<file path="config.mk">
export PLATFORM = sky130hd
export DESIGN_NAME = hdrl_index
export DESIGN_NICKNAME = d
export VERILOG_FILES = /design/src/rtl/hdrl_index.sv
export SDC_FILE = /design/constraint.sdc
export NUM_CORES = 1
export LEC_CHECK = 0
export BUFFER_PORTS_ARGS = -buffer_cell sky130_fd_sc_hd__buf_2
export CORE_UTILIZATION = 20
export DETAILED_ROUTE_END_ITERATION = 8
export PLACE_DENSITY_LB_ADDON = 0.15
export SYNTH_ARGS = -nofsm -noshare
export SYNTH_HDL_FRONTEND = slang
export SYNTH_SLANG_ARGS = --single-unit
</file>
<file path="constraint.sdc">
create_clock -name clk -period 0.8 [get_ports clk]
set_input_delay 0.08 -clock clk [delete_from_list [all_inputs] [get_ports clk]]
set_output_delay 0.08 -clock clk [all_outputs]
set_load 0.02 [all_outputs]
</file>
<file path="src/rtl/hdrl_index.sv">
`default_nettype none

module hdrl_index #(
  parameter int SLOT_COUNT = 512
) (
  input  wire logic                          clk,
  input  wire logic                          rst,
  input  wire logic                          start,
  input  wire logic [63:0]                   hash,
  output logic      [$clog2(SLOT_COUNT)-1:0] idx,
  output logic                               done
);

  localparam int IDX_W = $clog2(SLOT_COUNT);
  localparam bit IS_POW2 = (SLOT_COUNT & (SLOT_COUNT - 1)) == 0;

  generate
    if (IS_POW2) begin : g_pow2
      always_ff @(posedge clk) begin
        if (start) begin
          idx <= hash[IDX_W-1:0];
        end
      end

      always_ff @(posedge clk) begin
        if (rst) begin
          done <= 1'b0;
        end else begin
          done <= start;
        end
      end
    end else begin : g_mod
      localparam int STEPS = 8;
      localparam int CNT_W = $clog2(STEPS);

      logic [63:0]      sh;
      logic [CNT_W-1:0] cnt;
      logic             busy;

      // (rem * 256 + b) mod SLOT_COUNT, one restoring step per bit
      function automatic logic [IDX_W-1:0] mod_byte(input logic [IDX_W-1:0] rem,
                                                    input logic [7:0] b);
        logic [IDX_W:0] r;
        r = {1'b0, rem};
        for (int i = 7; i >= 0; i--) begin
          r = {r[IDX_W-1:0], b[i]};
          if (r >= (IDX_W+1)'(SLOT_COUNT)) begin
            r = r - (IDX_W+1)'(SLOT_COUNT);
          end
        end
        return r[IDX_W-1:0];
      endfunction

      always_ff @(posedge clk) begin
        if (start) begin
          sh  <= hash;
          idx <= '0;
        end else if (busy) begin
          sh  <= sh << 8;
          idx <= mod_byte(idx, sh[63:56]);
        end
      end

      always_ff @(posedge clk) begin
        if (rst) begin
          busy <= 1'b0;
          cnt  <= '0;
          done <= 1'b0;
        end else if (start) begin
          busy <= 1'b1;
          cnt  <= '0;
          done <= 1'b0;
        end else if (busy) begin
          cnt <= cnt + 1'b1;
          if (cnt == CNT_W'(STEPS - 1)) begin
            busy <= 1'b0;
            done <= 1'b1;
          end
        end else begin
          done <= 1'b0;
        end
      end
    end
  endgenerate

endmodule

`default_nettype wire

</file>
==> results.md <==
- Status: finished, violations left
- Failing checks: negative setup slack
- Largest family of logic cells by synthesized area: simple AND/OR/NAND/NOR gates
- Critical path fanouts, max: 1
- Crit path DAT: 0.81 ns
- Worst slew pin tran: 0.2191 ns
- Gr usage total: 7.946%
- Layout cells sized above 1: 54.35%
- GRT Residual Overflow: 0
- H-tree Lvls: 1
- Grt met2 use: 11.72%
- Post-route insts no fill: 61
- GRT busiest layer: met2
- Post-Synth Simple-Gate Area: 4.527%
- Peak supply drop: 0.0008189 V
- Design area: 604.3 um^2
- PD cells: 1963 nW/um^2
- Initial antenna violation count: 0
- Adder-cell share of the synthesized area: 0%
- Setup crit start: idx[5]
- Clock network fraction of design power: 30.1%
- Iter 0 DRT Violations: 7
- I/O pins: 77
- Vias per cell: 3.721
- Register share of total power: 53.1%
- Max Slew Vio Count: 0
- Core area: 1350 um^2
- Full die area: 1680 um^2
- TritonCTS Buffers: 3
- Yosys warns: 0
- Min Tclk post-route: 0.8892 ns
- Largest net degree at the start of global routing: 11
- Int Pwr: 919.9 uW
- Final setup margin: -0.08917 ns
- Total Nets Final: 114
- Synth Cell Area: 304.0 um^2
- M1 GR Usage: 7.407%
- Vias: 227
- Crit path kind: reg2out
- Clock Sinks: 10
- HP Class: in2reg
- DRC viols: 0
- CTS tree: built
- Psw: 266.7 uW
- Worst Setup Start Kind: flip-flop
- Number of global-route vias before repair: 178
- CP endpoint kind: primary output
- Num rows: 13
- Area Overhead vs Synth: 98.77%
- DP Area: 427.9 um^2
- Rel. slew slack: 85.39%
- Die Ht: 40.99 um
- Post-synthesis register bit count: 10
- Clock Path Buffers: 2
- # setup viols final: 9
- Yosys cell types: 3
- Avg Synthesized Cell Area: 27.64 um^2
- Die Wd: 40.99 um
- Critical Path RT: 0.72 ns
- P_leak: 0.2600 nW
- Crit path max-delay cell type: edfxtp_1
- Crit-path cells: buf_6
- Routed Antenna Nets: 0
- Port bufs: 21
- Pre-Repair DR Iteration Count: 2
- Top delay family on crit path: flip-flops
- Reg area: 290.3 um^2
- Sw Share: 22.47%
- CP bufs+invs: 1
- N_diodes: 0
- Compound-Gate Fraction of Synth Area: 0%
- Met3 Use GR: 4.891%
- Endpoints failing hold: 0
- Routability cong.: 0.5088
- Post-Route WL: 633 um
- Syn_nets: 78
- Slowest Stage Delay on Critical Path: 0.40 ns
- Comb pwr share: 16.8%
- First-pass GRT wire length: 745 um
- Fin util: 44.76%
- Root buffer selected by CTS: clkbuf_4
- Area of the multi-input gates: 13.76 um^2
- Post-route setup TNS: -0.5897 ns
- Placed cells: 47
- Fill cells: 131
- Seq/Total Area, Yosys: 95.47%
- Initial core utilization: 22.52%
- Fraction of synthesized cell area in xor and xnor cells: 0%
- Post-DR wirelength/cell: 10.38 um
- Maximum clock frequency: 1125 MHz
- Mux share of post-synthesis cell area: 0%
- # Max-Cap Violations: 0
- Clock slew at reported path FFs: 0.07 ns
- RSZ-0062 raised after global routing: yes
- Period utilisation layout: 111.1%
- Cell count after synthesis: 11
- HP Start: start
-- per-layer routing --
metal / part of all wire (%) / vias to the layer above
li1: - / 112
met1: 39 / 103
met2: 51 / 12
met3: 10 / 0
met4: 0 / 0
met5: 0 / -
-- cell usage after synthesis --
library cell	count	area share [%]
edfxtp_1	9	89
dfxtp_1	1	6.6
nor2b_4	1	4.5
-- flip-flops by register name (all words and copies together), names as in the netlist --
signal	flops
done	1
idx	9
-- per-stage QoR --
step	hold WS, ns	power (mW)	worst slack (ns)
after global routing	0.1760	1.240	-0.1277
after CTS	0.0006870	1.172	-0.1136
after global placement	0.2579	0.7569	0.1942
final	0.1827	1.187	-0.08917
after detailed placement	0.2584	0.7622	0.1803
after floorplan	0.1443	0.6916	0.2705
-- final timing paths --
path                      to  slack (ns)  cells after the start
worst min-delay path  idx[3]        0.18                      1
worst max-delay path  idx[5]       -0.09                      1
-- what timing repair did --
action,CTS,global route
hold buffers,9,1
buffers inserted,0,0
gates resized for setup,5,11
endpoints found under the setup margin,10,10
hold endpoints to repair,9,1
-- cell usage in the layout (no fill, tap or decap) --
master	n
buf_6	8
nor2b_4	1
buf_2	13
clkbuf_1	1
dfxtp_1	1
clkbuf_4	3
dlygate4sd3_1	10
edfxtp_1	9
-- final cells by class --
| cell class | instances | share of cell area [%] |
|---|---|---|
| clock buffers | 4 | 4.348 |
| well taps | 15 | 3.106 |
| multi-input cells | 1 | 2.277 |
| repair buffers | 31 | 42.24 |
| flip-flops and latches | 10 | 48.03 |
-- power by group through the flow --
stage / clock network [mW] / logic, mW / registers (mW)
2_1_floorplan: 0 / 0.00442 / 0.687
3_3_place_gp: 0 / 0.126 / 0.630
3_5_place_dp: 0 / 0.129 / 0.634
4_1_cts: 0.373 / 0.174 / 0.625
5_1_grt: 0.392 / 0.215 / 0.633
6_report: 0.357 / 0.199 / 0.630
-- logic make-up (layout without fill, tap and decap cells) --
family | after synthesis | count (layout)
flip-flops | 10 | 10
AND/OR/NAND/NOR | 1 | 1
buffers and inverters | 0 | 35
Power figures use the tool's default switching activity.
