File: src/rtl/hdrl_pkg.sv
`default_nettype none

package hdrl_pkg;

  localparam logic [63:0] FNV_BASIS  = 64'hcbf29ce484222325;
  localparam logic [31:0] COUNT_MAX  = 32'hffffffff;
  localparam logic [15:0] RATE_RESET = 16'd10;

  typedef struct packed {
    logic [63:0] hash;
    logic [31:0] stamp;
    logic [31:0] count;
  } slot_t;

  typedef enum logic [2:0] {
    ST_CLEAR,
    ST_HASH,
    ST_INDEX,
    ST_READ,
    ST_DECIDE
  } state_t;

endpackage

`default_nettype wire

File: src/rtl/hdrl_fnv.sv
`default_nettype none

module hdrl_fnv (
  input  wire logic        clk,
  input  wire logic        rst,
  input  wire logic        fold,
  input  wire logic [7:0]  key_byte,
  input  wire logic        last_byte,
  output logic      [63:0] next_hash
);

  logic [63:0] running_hash;
  logic [63:0] x;

  // prime = 2^40 + 0x1b3, so the multiply is seven shifted terms
  always_comb begin
    x = running_hash ^ {56'd0, key_byte};
    next_hash = x + (x << 1) + (x << 4) + (x << 5) + (x << 7) + (x << 8) + (x << 40);
  end

  always_ff @(posedge clk) begin
    if (rst) begin
      running_hash <= hdrl_pkg::FNV_BASIS;
    end else if (fold) begin
      running_hash <= last_byte ? hdrl_pkg::FNV_BASIS : next_hash;
    end
  end

endmodule

`default_nettype wire

File: config.mk
export PLATFORM = sky130hd
export DESIGN_NAME = hdrl_fnv
export DESIGN_NICKNAME = d
export VERILOG_FILES = /design/src/rtl/hdrl_pkg.sv /design/src/rtl/hdrl_fnv.sv
export SDC_FILE = /design/constraint.sdc
export NUM_CORES = 1
export LEC_CHECK = 0
export BUFFER_PORTS_ARGS = -buffer_cell sky130_fd_sc_hd__buf_2
export CAP_MARGIN = 10
export CORE_ASPECT_RATIO = 0.8
export CORE_MARGIN = 2
export CORE_UTILIZATION = 58
export CTS_BUF_LIST = sky130_fd_sc_hd__clkbuf_2
export DETAILED_ROUTE_END_ITERATION = 10
export PLACE_DENSITY = 0.85
export SLEW_MARGIN = 20
export SYNTH_ARGS = -nofsm -noshare
export SYNTH_HDL_FRONTEND = slang
export SYNTH_SLANG_ARGS = --single-unit
File: constraint.sdc
create_clock -name clk -period 6.9 [get_ports clk]
set_input_delay 0.69 -clock clk [delete_from_list [all_inputs] [get_ports clk]]
set_output_delay 0.69 -clock clk [all_outputs]
set_load 0.02 [all_outputs]
==> implementation parameters <==
Parameter                              Value

Outcome
  Outcome    complete, but fails checks
  Violated checks    design-rule violations

Global route
  Vias in the first global route    10,360
  Overall track demand over capacity in global routing    30.57%
  Met3 track demand over resource in global routing    5.659%
  Met2 Use GR    48.34%
  Layer with the highest usage    met2
  Global route overflow    0
  Antenna violations before repair    2
  Global-route track usage on met1    43.30%
  First-pass GRT wire length    54,520 µm
  Maximum number of pins on one net before global-route repair    38

Layout
  Area of all sequential standard cells    0.001281 mm²
  Count of nets after finishing    1,850
  Max reg flops    64
  Area taken by multi-input logic gates    0.01004 mm²
  Layout overhead on the synthesized area    6.803%
  Layout cells sized above 1    9.610%
  # fillers    1,787
  Top register by number of flip-flops    running_hash
  Regs by FF count    running_hash x64
  Final core utilization    63.60%

Worst hold path
  Worst Hold Path EP    running_hash[0]
  Path class of the lowest-slack min-delay path    in2reg
  Number of instances on the worst hold path    3
  Worst Min Path Start    key_byte[0]

Placed design
  Count of input and output buffers    75
  Post-placement worst setup slack    0.2897 ns
  Final weighted congestion in routability-driven placement    0.9746
  Total half-perimeter wirelength after legalization and detailed placement    28,340 µm

Synthesis
  Synth area leader    sky130_fd_sc_hd__fa_1
  Netlist Area Pre-Place    0.01291 mm²
  Share of flip-flops with an asynchronous set or reset    0%
  Number of distinct library cells after synthesis    68
  Flop and latch count out of synthesis    64
  Most frequent cells after synthesis    sky130_fd_sc_hd__inv_1, sky130_fd_sc_hd__fa_1, sky130_fd_sc_hd__ha_1
  Register area share after synthesis    9.923%
  Mapped Cells    1,420
  Number of enable-type register cells in the synthesized netlist    0
  Net Count, Synth    1,787
  Yosys warning count    0
  Top FF cell, synth    sky130_fd_sc_hd__dfxtp_1
  Most used standard cell by instance count after synthesis    sky130_fd_sc_hd__inv_1
  Share of the synthesized area in the top cell type    37.99%
  Synth area leaders    sky130_fd_sc_hd__fa_1, sky130_fd_sc_hd__inv_1, sky130_fd_sc_hd__ha_1
  Mean post-synth cell area    9.092 µm²

Timing
  Transition time at the pin with the least slew margin    1.041 ns
  Final number of hold-violating endpoints    0
  Unrepaired setup endpoints after global routing    yes
  Slew HR    30.58%
  Count of final setup violators    0
  Final min period    6.628 ns
  Final worst setup slack    0.2723 ns
  Final cycle utilization of the critical path    96.05%
  Max-slew violation count    0
  Layout Skew    0.04777 ns
  Maximum clock rate    0.1509 GHz

Critical path
  Crit end category    output pin
  Data arrival time at the worst-slack endpoint    5.94 ns
  Worst-path maximum fanout    4
  CP Launch Type    register
  Register-to-register path setup slack    1.51 ns
  Data required time of the critical path    6.21 ns
  R2R cell count    17
  Worst setup path class    reg2out
  R2r endpoint    running_hash[52]
  Launch instance of the worst register-to-register path    running_hash[21]

Floorplan
  Die extent in y    137.5 µm
  Core Box Area    0.02168 mm²
  Die area    0.02348 mm²
  Number of top-level design ports    76
  Width of the die    170.8 µm
  Initial Util    59.55%
  Row count    48

Drt
  First DRT Iteration DRCs    932
  Vias    10,106
  Iteration count of the initial detailed-routing pass    10
  Number of nets still failing antenna checks after routing    0
  Total length of routed wires    34,150 µm
  Final routed wire length divided by cell count    19.08 µm
  Final routed DRC violation total    1
  Via-per-instance ratio    5.646

Clocking
  Clk buf depth    2
  Clock tree from TritonCTS    built
  Clock Sinks    64
  Root Buffer    sky130_fd_sc_hd__clkbuf_2
  Clock latency on the worst-skew pair    0.65 ns
  CTS H-Tree Depth    3
  CTS Hold Bufs    0
  Clock-pin slew of the registers on the worst-case setup and hold paths    0.24 ns
  Total clock buffers created by CTS    9

Job
  Max-cap violations    0
==> cells by family after synthesis <==
group,share of synthesized area (%)
buffers and inverters,12.78
adders and majority gates,48.65
muxes,0.2326
DFF,9.923
AOI/OAI and AO/OA,14.55
xor gates and xnor gates,5.650
and+or+nand+nor,8.218
==> layout by cell type, fill, tap and decap left out, types with 7 or more instances in the layout <==
cell type and instances:
sky130_fd_sc_hd__a21o_1 38, sky130_fd_sc_hd__a21oi_1 77, sky130_fd_sc_hd__a22o_1 8, sky130_fd_sc_hd__a2bb2oi_1 21
sky130_fd_sc_hd__a31oi_1 13, sky130_fd_sc_hd__and3_1 9, sky130_fd_sc_hd__buf_2 75, sky130_fd_sc_hd__buf_4 15
sky130_fd_sc_hd__clkbuf_2 11, sky130_fd_sc_hd__dfxtp_1 64, sky130_fd_sc_hd__fa_1 245, sky130_fd_sc_hd__ha_1 110
sky130_fd_sc_hd__inv_1 399, sky130_fd_sc_hd__nand2_1 51, sky130_fd_sc_hd__nand2b_1 22, sky130_fd_sc_hd__nand3_1 9
sky130_fd_sc_hd__nand4_1 18, sky130_fd_sc_hd__nor2_1 50, sky130_fd_sc_hd__nor2b_1 11, sky130_fd_sc_hd__nor3_1 11
sky130_fd_sc_hd__o211ai_1 7, sky130_fd_sc_hd__o21ai_0 40, sky130_fd_sc_hd__o21ai_1 11, sky130_fd_sc_hd__o21bai_1 8
sky130_fd_sc_hd__o22ai_1 11, sky130_fd_sc_hd__xnor2_1 47, sky130_fd_sc_hd__xor2_1 25
==> routing by layer <==
metal	wire length [µm]	share of wire, %
met1	14890	44
met3	2982	8.7
met5	0	0
met2	15390	45
met4	882	2.6
==> critical path, stage by stage, from the launching register on <==
cell	delay [ns]
sky130_fd_sc_hd__dfxtp_1	0.38
sky130_fd_sc_hd__xnor2_1	0.27
sky130_fd_sc_hd__inv_1	0.19
sky130_fd_sc_hd__fa_1	0.59
sky130_fd_sc_hd__fa_1	0.45
sky130_fd_sc_hd__fa_1	0.50
sky130_fd_sc_hd__ha_1	0.30
sky130_fd_sc_hd__ha_1	0.37
sky130_fd_sc_hd__and2_4	0.21
sky130_fd_sc_hd__a221oi_4	0.32
sky130_fd_sc_hd__a2111oi_4	0.16
sky130_fd_sc_hd__nor3_4	0.27
sky130_fd_sc_hd__o21bai_1	0.17
sky130_fd_sc_hd__or2_4	0.28
sky130_fd_sc_hd__a311oi_2	0.37
sky130_fd_sc_hd__o21ai_1	0.13
sky130_fd_sc_hd__xor2_1	0.15
sky130_fd_sc_hd__buf_2	0.18
==> timing repair <==
item                       4_1_cts  5_1_grt
gates resized for setup          0        9
setup buffers                    0        1
hold endpoints to repair         0        0
setup endpoints to repair        0       19
==> cell type report <==
type	instances	share of cell area (%)
clock inverter	5	0.3448
clock buffer	11	0.3992
antenna	2	0.03629
multi-input combinational	918	72.78
sequential	64	9.291
timing repair buffer	90	3.539
inverter	400	10.89
tap	300	2.722
==> worst max path at each step <==
stage / from / to / slack, ns / depth (start not counted)
finish: running_hash[3] / next_hash[60] / 0.27 / 17
global route: running_hash[2] / next_hash[60] / -0.02 / 18
CTS: running_hash[2] / next_hash[60] / 0.002 / 18
detailed placement: key_byte[2] / next_hash[60] / 0.29 / 19
global placement: key_byte[2] / next_hash[60] / 0.41 / 19
floorplan: key_byte[0] / next_hash[49] / 0.65 / 20
==> through the flow <==
| step | hold slack, ns | std cells | area [µm²] | TNS [ns] |
|---|---|---|---|---|
| global route | 0.3379 | 1790 | 13790 | -0.02101 |
| finish | 0.3349 | 1790 | 13790 | 0 |
| detailed placement | 0.4584 | 1771 | 13620 | 0 |
| CTS | 0.3265 | 1787 | 13730 | 0 |
| global placement | 0.4562 | 1771 | 13620 | 0 |
| floorplan | 0.4419 | 1420 | 12910 | 0 |
Power is not shown: default switching activity piles up to over one toggle a cycle in this logic, so the estimate is an artifact.
